`config.mk`:
```
export PLATFORM = sky130hd
export DESIGN_NAME = fcp_prep
export DESIGN_NICKNAME = d
export VERILOG_FILES = /design/src/rtl/fcp_pkg.sv /design/src/rtl/fcp_prep.sv
export SDC_FILE = /design/constraint.sdc
export NUM_CORES = 2
export LEC_CHECK = 0
export ABC_CLOCK_PERIOD_IN_PS = 11600
export BUFFER_PORTS_ARGS = -buffer_cell sky130_fd_sc_hd__buf_2
export CAP_MARGIN = 20
export CORE_MARGIN = 2
export CORE_UTILIZATION = 65
export CTS_CLUSTER_DIAMETER = 80
export DETAILED_ROUTE_END_ITERATION = 10
export PLACE_DENSITY = 0.85
export SLEW_MARGIN = 5
export SYNTH_ARGS = -nofsm -noshare
export SYNTH_HDL_FRONTEND = slang
export SYNTH_SLANG_ARGS = --single-unit
```
`constraint.sdc`:
```
create_clock -name i_clk -period 11.6 [get_ports i_clk]
set_input_delay 0.58 -clock i_clk [delete_from_list [all_inputs] [get_ports i_clk]]
set_output_delay 0.58 -clock i_clk [all_outputs]
set_load 0.01 [all_outputs]
```
`src/rtl/fcp_pkg.sv`:
```
// Shared types and constants for the friction cone projection pipeline.
`timescale 1ns / 1ps
`default_nettype none
package fcp_pkg;

    // Widths of the intermediate results
    localparam int NP_W  = 36;  // projected normal before saturation
    localparam int K_W   = 54;  // mu * n'
    localparam int TQ_W  = 39;  // scaled tangent magnitude
    localparam int A_W   = 51;  // positive numerator of the normal projection
    localparam int D_W   = 37;  // mu^2 + 1 in Q.32
    localparam int TN_W  = 88;  // tangent dividend

    // Region codes of a result beat
    typedef enum logic [1:0] {
        REG_POLAR  = 2'd0,
        REG_INSIDE = 2'd1,
        REG_PROJ   = 2'd2
    } t_region;

    // Context that travels with each beat down the pipeline
    typedef struct packed {
        logic [31:0]     n;
        logic [31:0]     ta;
        logic [31:0]     tb;
        logic [17:0]     mu;
        logic [31:0]     nt;
        t_region         region;
        logic [NP_W-1:0] np;
        logic [TQ_W-1:0] qa;
        logic [TQ_W-1:0] qb;
    } t_item;

endpackage
`default_nettype wire

```
`src/rtl/fcp_prep.sv`:
```
// Front stages: tangent magnitudes, squares and the radicand of the norm.
`timescale 1ns / 1ps
`default_nettype none
module fcp_prep (
    input  wire logic          i_clk,
    input  wire logic          i_rst_n,
    input  wire logic          i_en,
    input  wire logic          i_valid,
    input  wire fcp_pkg::t_item i_item,
    output logic               o_valid,
    output fcp_pkg::t_item     o_item,
    output logic [63:0]        o_rad
);
    logic           r_v1, r_v2, r_v3;
    fcp_pkg::t_item r_it1, r_it2, r_it3;
    logic [31:0]    r_ma, r_mb;
    logic [63:0]    r_sqa, r_sqb, r_rad;
    logic [31:0]    n_ma, n_mb;

    // Take magnitudes of the tangents
    always_comb begin
        n_ma = i_item.ta[31] ? (~i_item.ta + 32'd1) : i_item.ta;
        n_mb = i_item.tb[31] ? (~i_item.tb + 32'd1) : i_item.tb;
    end

    // Advance valid bits
    always_ff @(posedge i_clk) begin
        if (!i_rst_n) begin
            r_v1 <= 1'b0;
            r_v2 <= 1'b0;
            r_v3 <= 1'b0;
        end else if (i_en) begin
            r_v1 <= i_valid;
            r_v2 <= r_v1;
            r_v3 <= r_v2;
        end
    end

    // Square, then sum
    always_ff @(posedge i_clk) begin
        if (i_en) begin
            r_it1 <= i_item;
            r_ma  <= n_ma;
            r_mb  <= n_mb;
            r_it2 <= r_it1;
            r_sqa <= r_ma * r_ma;
            r_sqb <= r_mb * r_mb;
            r_it3 <= r_it2;
            r_rad <= r_sqa + r_sqb;
        end
    end

    assign o_valid = r_v3;
    assign o_item  = r_it3;
    assign o_rad   = r_rad;
endmodule
`default_nettype wire

```
Word-level counts from Yosys, hierarchy flattened

Index checks and enable logic that the tools add are counted.

Register bits after elaboration: 1045
Bits in latches: 0
Memory bits (writable): 0
Memory bits (read-only): 0
Input port bits: 266
Output and inout bits: 327
Memories: 0

$add $sub $neg: 3
$mul: 2
Div/mod/pow operators: 0
Magnitude comparators: 0
Equal/unequal tests: 0
Shift-type cells: 0
Mux-type cells: 2
Bitwise gates (word level): 2
Reduce and logical (&&, ||, !) cells: 0

Operator list:

| kind                                                             | count |
|---|---|
| 32-bit by 32-bit multiplier with 64-bit output                   | 2 |
| 32-bit by 1-bit adder with 32-bit output (second input constant) | 2 |
| 64-bit adder                                                     | 1 |
| 32-bit NOT                                                       | 2 |
| 31-bit 2-to-1 mux                                                | 2 |

Depth between registers and ports, before layout

Depth after elaboration: 3
Gate-level depth with buffers: 32

Worst setup path after synthesis

OpenSTA, ideal clock, no wires.

Path type: register to register
Start: register r_ma[2]
End: register r_sqa[63] (data pin)
Library setup time: 0.258 ns
Data arrival time: 7.487 ns
Required time: 11.342 ns
Setup slack: 3.855 ns
Cell stages (with the launch flop): 32
Path through: edfxtp_1 > clkbuf_1 > clkbuf_1 > nand2_1 > fa_1 > inv_1 > fa_1 > inv_1 > fa_1 > fa_1 > inv_1 > fa_1 > inv_1 > fa_1 > inv_1 > fa_1 > inv_1 > fa_1 > inv_1 > ha_1 > clkbuf_8 > nand2_1 > o21a_1 > nor2b_1 > o21ai_0 > a21oi_1 > or3_1 > a31oi_1 > a21bo_2 > or3_1 > a311o_1 > xnor2_1

Longest elaborated chain between the ends: 1

Ends and longest elaborated chain:

| item                                           | line           | RTL |
|---|---|---|
| start: declaration                             | fcp_prep.sv:16 | `logic [31:0] r_ma, r_mb;` |
| start signal: assignment                       | fcp_prep.sv:43 | `r_ma <= n_ma;` |
| 32-bit by 32-bit multiplier with 64-bit output | fcp_prep.sv:46 | `r_sqa <= r_ma * r_ma;` |
| end signal: assignment                         | fcp_prep.sv:46 |  |
| end: declaration                               | fcp_prep.sv:17 | `logic [63:0] r_sqa, r_sqb, r_rad;` |

No other way between the ends.
A chain may end at the register's enable or synchronous reset.

Final worst setup path

Start: register r_mb[17]
End: register r_sqb[55] (data pin)

Longest elaborated chain between the ends: 1

Ends and longest elaborated chain:

| item                                           | line           | RTL |
|---|---|---|
| start: declaration                             | fcp_prep.sv:16 |  |
| start signal: assignment                       | fcp_prep.sv:44 | `r_mb <= n_mb;` |
| 32-bit by 32-bit multiplier with 64-bit output | fcp_prep.sv:47 | `r_sqb <= r_mb * r_mb;` |
| end signal: assignment                         | fcp_prep.sv:47 |  |
| end: declaration                               | fcp_prep.sv:17 |  |

No other way between the ends.

==> run summary <==
run status: completed
post-route clock period utilization: 0.761
GRT Total Usage: 0.314
Routed WL: 225000 um
Setup WS post-layout: 2770 ps
final period demand of the worst path: 8830 ps
FFs w/ async S/R, synth: 0
Detail Route met3 WL: 19100 um
DRT met1 WL: 79500 um
ratio of cells with drive above 1 in the final layout: 0.103
detailed router's first-iteration violation count: 4851
gr ovfl total: 0
clock-pin slew on the worst setup and hold paths: 70 ps
Vias/cell: 5.67
Crit-path slowest cell: edfxtp_1
Ys Warns: 0
Hold Crit Class: in2reg
Clock Skews: 54.6 ps
CP arrival: 9270 ps
Avg Cell Area, Syn: 11.8 um^2
Longest Clk Path Bufs: 3
area of the multi-input gates: 54800 um^2
fin cells: 10600
per-cell routed wire length: 21.2 um
most numerous cell in the Yosys netlist: inv_1
RSZ-0062 raised after global routing: false
max-cap violations: 0
fin. max-slew vios: 0
leading area contributor after synthesis: fa_1
number of post-CTS setup repair buffers: 0
CP Class: reg2reg
starting density of the core: 0.656
Register Area: 31200 um^2
CP most frequent cell: fa_1
cell count after synthesis: 7976
# setup viols final: 0
crit-path max FO: 22
clock buffer count from CTS: 100
critical path's largest stage delay: 1080 ps
Filler cells: 9468
DIE AREA: 148000 um^2
first-pass GRT wire length: 356000 um
vias in the first global route: 66600
H-tree lvl count: 3
final hold slack: 18.4 ps
Cell Rows: 139
DPL Wire Length: 172000 um
Placeable Area: 144000 um^2
initial antenna violation count: 11
PortBufs: 592
Bufs and invs on worst path: 6
vias: 59900
Fin Setup TNS: 0 ps
syn nets: 10500
io pins: 593
critical path's top delay family: adder cells
Die Width: 385 um
synth top area cells: fa_1, edfxtp_1, ha_1
CTS root buffer: clkbuf_16
top cell type's share of synthesized area: 0.336
reg-to-reg slack, setup: 2770 ps
Placed Cells: 10300
drt drc: 0
Fin. Hold Viols: 0
Clk Latency, worst-skew pair: 740 ps
largest net degree at the start of global routing: 189
Final GP Congestion: 0.948
Worst Setup Start Kind: flip-flop
top cells by count, synth: inv_1, fa_1, edfxtp_1, ha_1, nand2_1
number of synthesized flops with an enable pin: 1036
met2 wire length: 112000 um
1st-pass router iterations: 9
number of synthesized register bits: 1039
Nets: 11100
register area share after synthesis: 0.330
number of routed nets with antenna violations: 0
die height: 385 um
max_slew headroom: 0.261
fmax: 113 MHz
Slew @ Worst Pin: 1110 ps
crit path capture type: flip-flop
Highest Signal Layer: met5
ys flop type: edfxtp_1
Unique masters post-synth: 86
clk sinks: 1039
post-placement setup slack: 2870 ps
worst path required time: 12040 ps
CTS tree: done
Layout area overhead: 9.60%
Mapped Area: 94300 um^2
cell families after synthesis:
group	count (synthesis)	share of synthesized area
fa+ha+maj	2244	0.424
buf+inv	2211	0.0893
simple gates	1480	0.0783
flops	1039	0.330
compound gates	669	0.0471
xor+xnor	321	0.0298
mux	12	0.00130
stage by stage:
| step | instance area (um^2) | util |
|---|---|---|
| after floorplan | 94300 | - |
| after global placement | 99200 | 0.690 |
| after detailed placement | 99300 | 0.690 |
| after CTS | 103000 | 0.718 |
| after global routing | 103000 | 0.719 |
| final | 103000 | 0.719 |
registers in the layout, indices dropped and copies added (netlist names):
register  cells
r_sqa        62
r_it2       262
r_sqb        62
o_rad        64
r_it1       262
r_v1          1
r_mb         31
o_valid       1
r_v2          1
r_ma         31
o_item      262
routing by layer:
| layer | vias up | track usage |
|---|---|---|
| met3 | 821 | 0.0623 |
| met1 | 30200 | 0.383 |
| met5 | - | 0 |
| li1 | 26000 | - |
| met2 | 2882 | 0.528 |
| met4 | 8 | 0.174 |
path summary, 6_finish.rpt:
path / startpoint / end / depth (start not counted)
worst max-delay path: r_mb[17] / r_sqb[55] / 25
worst min-delay path: i_item[34] / r_it1[34] / 1
worst max register to register: r_mb[17] / r_sqb[55] / 25
worst min register to register: r_it1[11] / r_it2[11] / 0
timing repair:
item,4_1_cts,5_1_grt
gates resized for setup,0,0
hold endpoints to repair,77,7
hold buffers,77,7
cells in the final DEF, fill, tap and decap left out, drive strengths merged, types with 17 or more instances in the layout:
| cell | n |
|---|---|
| inv | 1970 |
| fa | 1585 |
| clkbuf | 116 |
| buf | 665 |
| nor2 | 143 |
| nand4 | 33 |
| nor3 | 22 |
| edfxtp | 1036 |
| dlygate4sd3 | 84 |
| o21a | 17 |
| nand2 | 620 |
| xnor2 | 195 |
| o31ai | 19 |
| o21bai | 48 |
| ha | 659 |
| nor2b | 40 |
| a31oi | 25 |
| clkinv | 41 |
| nand3 | 36 |
| a21oi | 199 |
| and2 | 489 |
| xor2 | 126 |
| a31o | 24 |
| and3 | 22 |
| a21o | 117 |
| o21ai | 117 |
final cells by class:
class | instances | area share
multi-input combinational | 4726 | 0.529
sequential | 1039 | 0.301
inverter | 1962 | 0.0712
timing repair buffer | 749 | 0.0429
clock buffer | 116 | 0.0250
tap | 1903 | 0.0230
clock inverter | 61 | 0.00670
antenna | 12 | 0.000290
Power is left out: the tool's default activity adds up to more than one toggle a clock period on the data nets, which glitch-free logic cannot reach.
