[src/rtl/fcp_pkg.sv]
// Shared types and constants for the friction cone projection pipeline.
`timescale 1ns / 1ps
`default_nettype none
package fcp_pkg;

    // Widths of the intermediate results
    localparam int NP_W  = 36;  // projected normal before saturation
    localparam int K_W   = 54;  // mu * n'
    localparam int TQ_W  = 39;  // scaled tangent magnitude
    localparam int A_W   = 51;  // positive numerator of the normal projection
    localparam int D_W   = 37;  // mu^2 + 1 in Q.32
    localparam int TN_W  = 88;  // tangent dividend

    // Region codes of a result beat
    typedef enum logic [1:0] {
        REG_POLAR  = 2'd0,
        REG_INSIDE = 2'd1,
        REG_PROJ   = 2'd2
    } t_region;

    // Context that travels with each beat down the pipeline
    typedef struct packed {
        logic [31:0]     n;
        logic [31:0]     ta;
        logic [31:0]     tb;
        logic [17:0]     mu;
        logic [31:0]     nt;
        t_region         region;
        logic [NP_W-1:0] np;
        logic [TQ_W-1:0] qa;
        logic [TQ_W-1:0] qb;
    } t_item;

endpackage
`default_nettype wire

[src/rtl/fcp_class.sv]
// Cone tests and the operands of the normal projection.
`timescale 1ns / 1ps
`default_nettype none
module fcp_class (
    input  wire logic                     i_clk,
    input  wire logic                     i_rst_n,
    input  wire logic                     i_en,
    input  wire logic                     i_valid,
    input  wire fcp_pkg::t_item           i_item,
    output logic                          o_valid,
    output fcp_pkg::t_item                o_item,
    output logic [fcp_pkg::A_W-1:0]       o_a,
    output logic [fcp_pkg::D_W-1:0]       o_d
);
    logic                      r_v1, r_v2;
    fcp_pkg::t_item            r_it1, r_it2;
    logic [49:0]               r_munt;
    logic signed [50:0]        r_mun;
    logic [fcp_pkg::D_W-1:0]   r_d1, r_d2;
    logic [fcp_pkg::A_W-1:0]   r_a;
    logic signed [51:0]        w_a;
    logic                      w_polar, w_inside;
    fcp_pkg::t_item            n_it2;

    // Compare against the cone and its polar
    always_comb begin
        w_a      = $signed({2'b00, r_munt}) + $signed({{4{r_it1.n[31]}}, r_it1.n, 16'd0});
        w_polar  = (w_a <= 52'sd0);
        w_inside = ($signed({3'b000, r_it1.nt, 16'd0}) <= r_mun);
        n_it2    = r_it1;
        priority if (w_polar) begin
            n_it2.region = fcp_pkg::REG_POLAR;
        end else if (w_inside) begin
            n_it2.region = fcp_pkg::REG_INSIDE;
        end else begin
            n_it2.region = fcp_pkg::REG_PROJ;
        end
    end

    always_ff @(posedge i_clk) begin
        if (!i_rst_n) begin
            r_v1 <= 1'b0;
            r_v2 <= 1'b0;
        end else if (i_en) begin
            r_v1 <= i_valid;
            r_v2 <= r_v1;
        end
    end

    // Form products, then the tests
    always_ff @(posedge i_clk) begin
        if (i_en) begin
            r_it1  <= i_item;
            r_munt <= i_item.mu * i_item.nt;
            r_mun  <= $signed({1'b0, i_item.mu}) * $signed(i_item.n);
            r_d1   <= 37'(i_item.mu) * 37'(i_item.mu) + 37'h1_0000_0000;
            r_it2  <= n_it2;
            r_a    <= w_a[fcp_pkg::A_W-1:0];
            r_d2   <= r_d1;
        end
    end

    assign o_valid = r_v2;
    assign o_item  = r_it2;
    assign o_a     = r_a;
    assign o_d     = r_d2;
endmodule
`default_nettype wire

[config.mk]
export PLATFORM = sky130hd
export DESIGN_NAME = fcp_class
export DESIGN_NICKNAME = d
export VERILOG_FILES = /design/src/rtl/fcp_pkg.sv /design/src/rtl/fcp_class.sv
export SDC_FILE = /design/constraint.sdc
export NUM_CORES = 2
export LEC_CHECK = 0
export BUFFER_PORTS_ARGS = -buffer_cell sky130_fd_sc_hd__buf_2
export CORE_AREA = 2 2 386 388
export CTS_CLUSTER_DIAMETER = 80
export DETAILED_ROUTE_END_ITERATION = 8
export DIE_AREA = 0 0 388 390
export GPL_TIMING_DRIVEN = 1
export PLACE_DENSITY_LB_ADDON = 0.1
export RECOVER_POWER = 50
export SETUP_SLACK_MARGIN = 0.2
export SLEW_MARGIN = 25
export SYNTH_ARGS = -nofsm -noshare
export SYNTH_HDL_FRONTEND = slang
export SYNTH_SLANG_ARGS = --single-unit
[constraint.sdc]
create_clock -name i_clk -period 8.85 [get_ports i_clk]
set_input_delay 1.3275 -clock i_clk [delete_from_list [all_inputs] [get_ports i_clk]]
set_output_delay 1.3275 -clock i_clk [all_outputs]
set_load 0.005 [all_outputs]
# Yosys cells after proc, flatten, opt, wreduce, memory -nomap -nowiden
# Cells that the tools add are included.
[classes]
n_addsub = 2
multipliers = 3
div_mod_pow = 0
order_cmp = 2
eq_ne = 0
n_shift = 0
muxes = 1
bitwise = 0
reduce_logical = 0
[ops]
columns = ["op", "count"]
rows = [
  ["adder 51 x 48 -> 52 bit", 1],
  ["less-or-equal comparator 52 x 1 -> 1 bit, second input constant", 1],
  ["less-or-equal comparator 49 x 51 -> 1 bit", 1],
  ["multiplier 19 x 32 -> 51 bit", 1],
  ["multiplier 18 x 32 -> 50 bit", 1],
  ["adder 36 x 33 -> 37 bit, second input constant", 1],
  ["multiplier 18 x 18 -> 36 bit", 1],
  ["2-to-1 mux 2 bit", 1],
]
[totals]
register_bits = 750
latchBits = 0
ramBits = 0
romBits = 0
input_bits = 266
output_inout_bits = 351
word_cells = 32
memories = 0

# Logic depth before layout (Yosys ltp)
[logic_depth]
depth_word = 2
ltp_mapped = 27
depth_no_buf = 25

# Worst setup path after synthesis
# OpenSTA, ideal clock, no wires.
[synth_timing]
path_type = "input port to flip-flop"
startpoint = "input port i_item[158] (netlist bit)"
endpoint = "register r_d1[36] (netlist bit) (data pin)"
setup_ps = 260
arrival_time_ps = 7619
t_required_ps = 8590
slack_ps = 972
path_stages = 25
n_path_buf = 4
cell_sequence = "clkbuf_1 clkbuf_1 clkbuf_1 nand2_1 fa_1 fa_1 inv_1 fa_1 inv_1 fa_1 inv_1 fa_1 fa_1 ha_1 clkbuf_1 a21o_1 a21o_1 a2111oi_0 o21ai_1 a31oi_1 o211ai_1 a211oi_1 o41ai_1 a21oi_1 xnor2_1"
[synth_via]
elab_chain_len = 2
[synth_rtl]
columns = ["element", "line_no", "source"]
rows = [
  ["start: declaration", "fcp_class.sv:9", "input wire fcp_pkg::t_item i_item,"],
  ["multiplier 18 x 18 -> 36 bit", "fcp_class.sv:56", "r_d1 <= 37'(i_item.mu) * 37'(i_item.mu) + 37'h1_0000_0000;"],
  ["adder 36 x 33 -> 37 bit", "fcp_class.sv:56", ""],
  ["end signal: assignment", "fcp_class.sv:56", ""],
  ["end: declaration", "fcp_class.sv:19", "logic [fcp_pkg::D_W-1:0] r_d1, r_d2;"],
]
# No other way between the ends.
# A chain may end at the register's enable or synchronous reset.

# Worst setup path after layout
[layout_timing]
startpoint = "input port i_item[123] (netlist bit)"
endpoint = "register r_munt[49] (data pin)"
[layout_via]
elab_chain_len = 1
[layout_rtl]
columns = ["element", "line_no", "source"]
rows = [
  ["multiplier 18 x 32 -> 50 bit", "fcp_class.sv:54", "r_munt <= i_item.mu * i_item.nt;"],
  ["end signal: assignment", "fcp_class.sv:54", ""],
  ["end: declaration", "fcp_class.sv:17", "logic [49:0] r_munt;"],
]
# No other way between the ends.

==> results.py <==
metrics = {
    "detailed_routing": {
        "vias": 47740,
        "wl_um": 181200,
        "final_antenna_net_count": 0,
        "drt-pass1-iter-count": 8,
        "drc": 0,
        "avgViaCountPerCell": 5.147,
        "wl_per_cell_um": 19.54,
        "drtIter0Drc": 2696,
    },
    "critical_path": {
        "cpMostUsedCell": "fa_1",
        "cpPeakStageDelay_ns": 0.89,
        "path_delay_family": "adder cells",
        "slowest_stage": "clkbuf_1",
        "worstPathRequired_ns": 9.29,
        "critPathBufInv": 8,
        "crit_path_start_kind": "primary input",
        "crit_path_end_kind": "flop",
        "path_class": "primary input to flop",
        "worst-path-max-fanout": 19,
        "ff2ff_setup_slack_ns": 4.22,
        "arrival_ns": 8.70,
    },
    "die": {
        "num_rows": 141,
        "core_area_um2": 147100,
        "initial_core_util": 0.4973,
        "fp.dieH_um": 390,
        "ios": 617,
        "dieArea_um2": 151300,
        "die_w_um": 388,
    },
    "global_route": {
        "track_usage": 0.2483,
        "grt_max_degree": 174,
        "first_global_vias": 51240,
        "grt_overflow_total": 0,
        "grt_pass1_wl_um": 288700,
        "antenna_found_initial": 4,
    },
    "cts": {
        "cts_resized": 0,
        "cts_tree": "done",
        "clock-root-buffer": "clkbuf_16",
        "insertion_delay_ns": 0.71,
        "post_cts_buffers": 0,
        "clockBufferDepth": 3,
        "cts_buffers": 85,
        "clock_sinks": 746,
        "htree_levels": 3,
        "path_clk_slew_ns": 0.06,
        "cts-hold-fix-buffers": 0,
    },
    "sta": {
        "hold_viol_final": 0,
        "worst_pin_slew_ns": 5.606,
        "setup_viol": 0,
        "relSlewSlack": -2.737,
        "fin_skew_ns": 0.02789,
        "fmax_mhz": 121.1,
        "rsz0062_at_grt": "false",
        "maxSlewViolCount": 400,
        "tns_ns": 0,
        "period_share": 0.9331,
        "min_period_ns": 8.258,
    },
    "logic_synthesis": {
        "synth_fp_nets": 8663,
        "ys_ff_latch": 746,
        "syn_inst": 6692,
        "ys_warn_count": 0,
        "synth.avg_cell_area_um2": 10.93,
        "synth-edff-count": 744,
        "syn_area_um2": 73170,
        "synth_cell_types": 83,
        "synthArstFlopShare": 0,
        "yosysSeqAreaShare": 0.3059,
        "yosys_most_used_dff": "edfxtp_1",
    },
    "hold_path": {
        "worstHoldPathType": "flop to flop",
    },
    "cells_and_area": {
        "area_delta_synth_final_pct": 11.40,
        "layout_common_cells": "inv_1 (1643), fa_1 (1255), nand2_1 (817)",
        "nFillCells": 13050,
        "final_nets": 9244,
        "final_util": 0.5540,
        "seq_area_um2": 22380,
        "layout_commonest_cell": "inv_1",
        "drive_above_1_share": 0.1070,
        "multiInputGateArea_um2": 43660,
    },
    "run": {
        "max_cap_viol_count": 6,
    },
    "place": {
        "gp_congestion": 0.8892,
        "numPortBuffers": 613,
        "hpwlAfterDp_um": 142100,
    },
    "outcome": {
        "failed_checks": "max-capacitance violations, max-slew violations",
        "status": "finished, violations left",
    },
}
[flip-flops by register name, summed over array words and instances (netlist names)]
register,cells
r_v1,1
r_d1,35
o_item,262
n_it2,260
r_mun,51
o_valid,1
r_munt,50
o_a,51
o_d,35
[per-layer routing]
metal	share of wire	up-vias	global-route usage
li1	-	21590	-
met1	0.41	24540	0.3291
met2	0.49	1358	0.4220
met3	0.059	259	0.03582
met4	0.034	0	0.08072
met5	0	-	0
[path summary, 6_finish.rpt]
path,end,startpoint,depth (start not counted)
setup / recovery,r_munt[49],i_item[123],26
hold / removal,o_item[207],n_it2[207],0
setup reg to reg,o_item[115],n_it2[236],11
hold reg to reg,o_item[207],n_it2[207],0
[cell type report]
| class | count | area share |
|---|---|---|
| multi-input combinational | 4056 | 0.5356 |
| inverter | 1643 | 0.07566 |
| clock inverter | 62 | 0.007291 |
| clock buffer | 95 | 0.02655 |
| antenna | 3 | 0.00009210 |
| sequential | 746 | 0.2746 |
| timing repair buffer | 741 | 0.05058 |
| tap | 1930 | 0.02962 |
[per-stage QoR]
stage          std cells  hold slack [ns]  cell area, um2  setup slack (ns)
2_1_floorplan       6692           0.4003           73170            0.9715
5_1_grt             9275           0.4110           81510            0.2726
4_1_cts             9273           0.3968           81730            0.8933
3_3_place_gp        9116           0.4001           78970            0.1667
3_5_place_dp        9116           0.4045           78970            0.1692
6_report            9276           0.3981           81510            0.5924
[worst reg2reg max path: cells and delay by family, from the launching register on]
family | cells | cell delay [ns]
xor+xnor | 1 | 0.20
compound gates | 3 | 1.22
simple gates | 6 | 1.99
flops | 1 | 0.54
fa+ha+maj | 1 | 0.45
[Yosys cell counts (all sizes together), types with 8 or more instances]
master,count,area (um2)
nand2,819,3084
ha,450,5630
nor4,10,68.81
xor2,46,402.9
and3,18,118.9
a21oi,151,763.2
nor3,29,145.1
o21bai,28,221.5
o41ai,8,77.58
fa,1255,25120
o21ai,84,424.2
and2,562,3516
o21a,25,187.7
edfxtp,744,22340
nor2,123,464.2
nand2b,24,150.1
o211ai,11,87.58
a31oi,13,87.58
nor2b,18,112.6
inv,1643,6167
nand4,20,125.1
a21o,87,653.1
xnor2,112,980.9
o31ai,11,82.58
a211oi,18,135.1
clkbuf,243,912.1
nand3,38,190.2
[cell families (layout without fill, tap and decap cells)]
| family | count (synthesis) | count (layout) | synth area share |
|---|---|---|---|
| compound gates | 493 | 493 | 0.04424 |
| xor+xnor | 158 | 158 | 0.01891 |
| fa+ha+maj | 1705 | 1705 | 0.4203 |
| buf+inv | 1890 | 2541 | 0.09711 |
| flops | 746 | 746 | 0.3059 |
| mux | 5 | 5 | 0.0007011 |
| other cells | 1 | 4 | 0.00005125 |
| simple gates | 1694 | 1694 | 0.1128 |
Power is not shown: default switching activity piles up to over one toggle a cycle in this logic, so the estimate is an artifact.
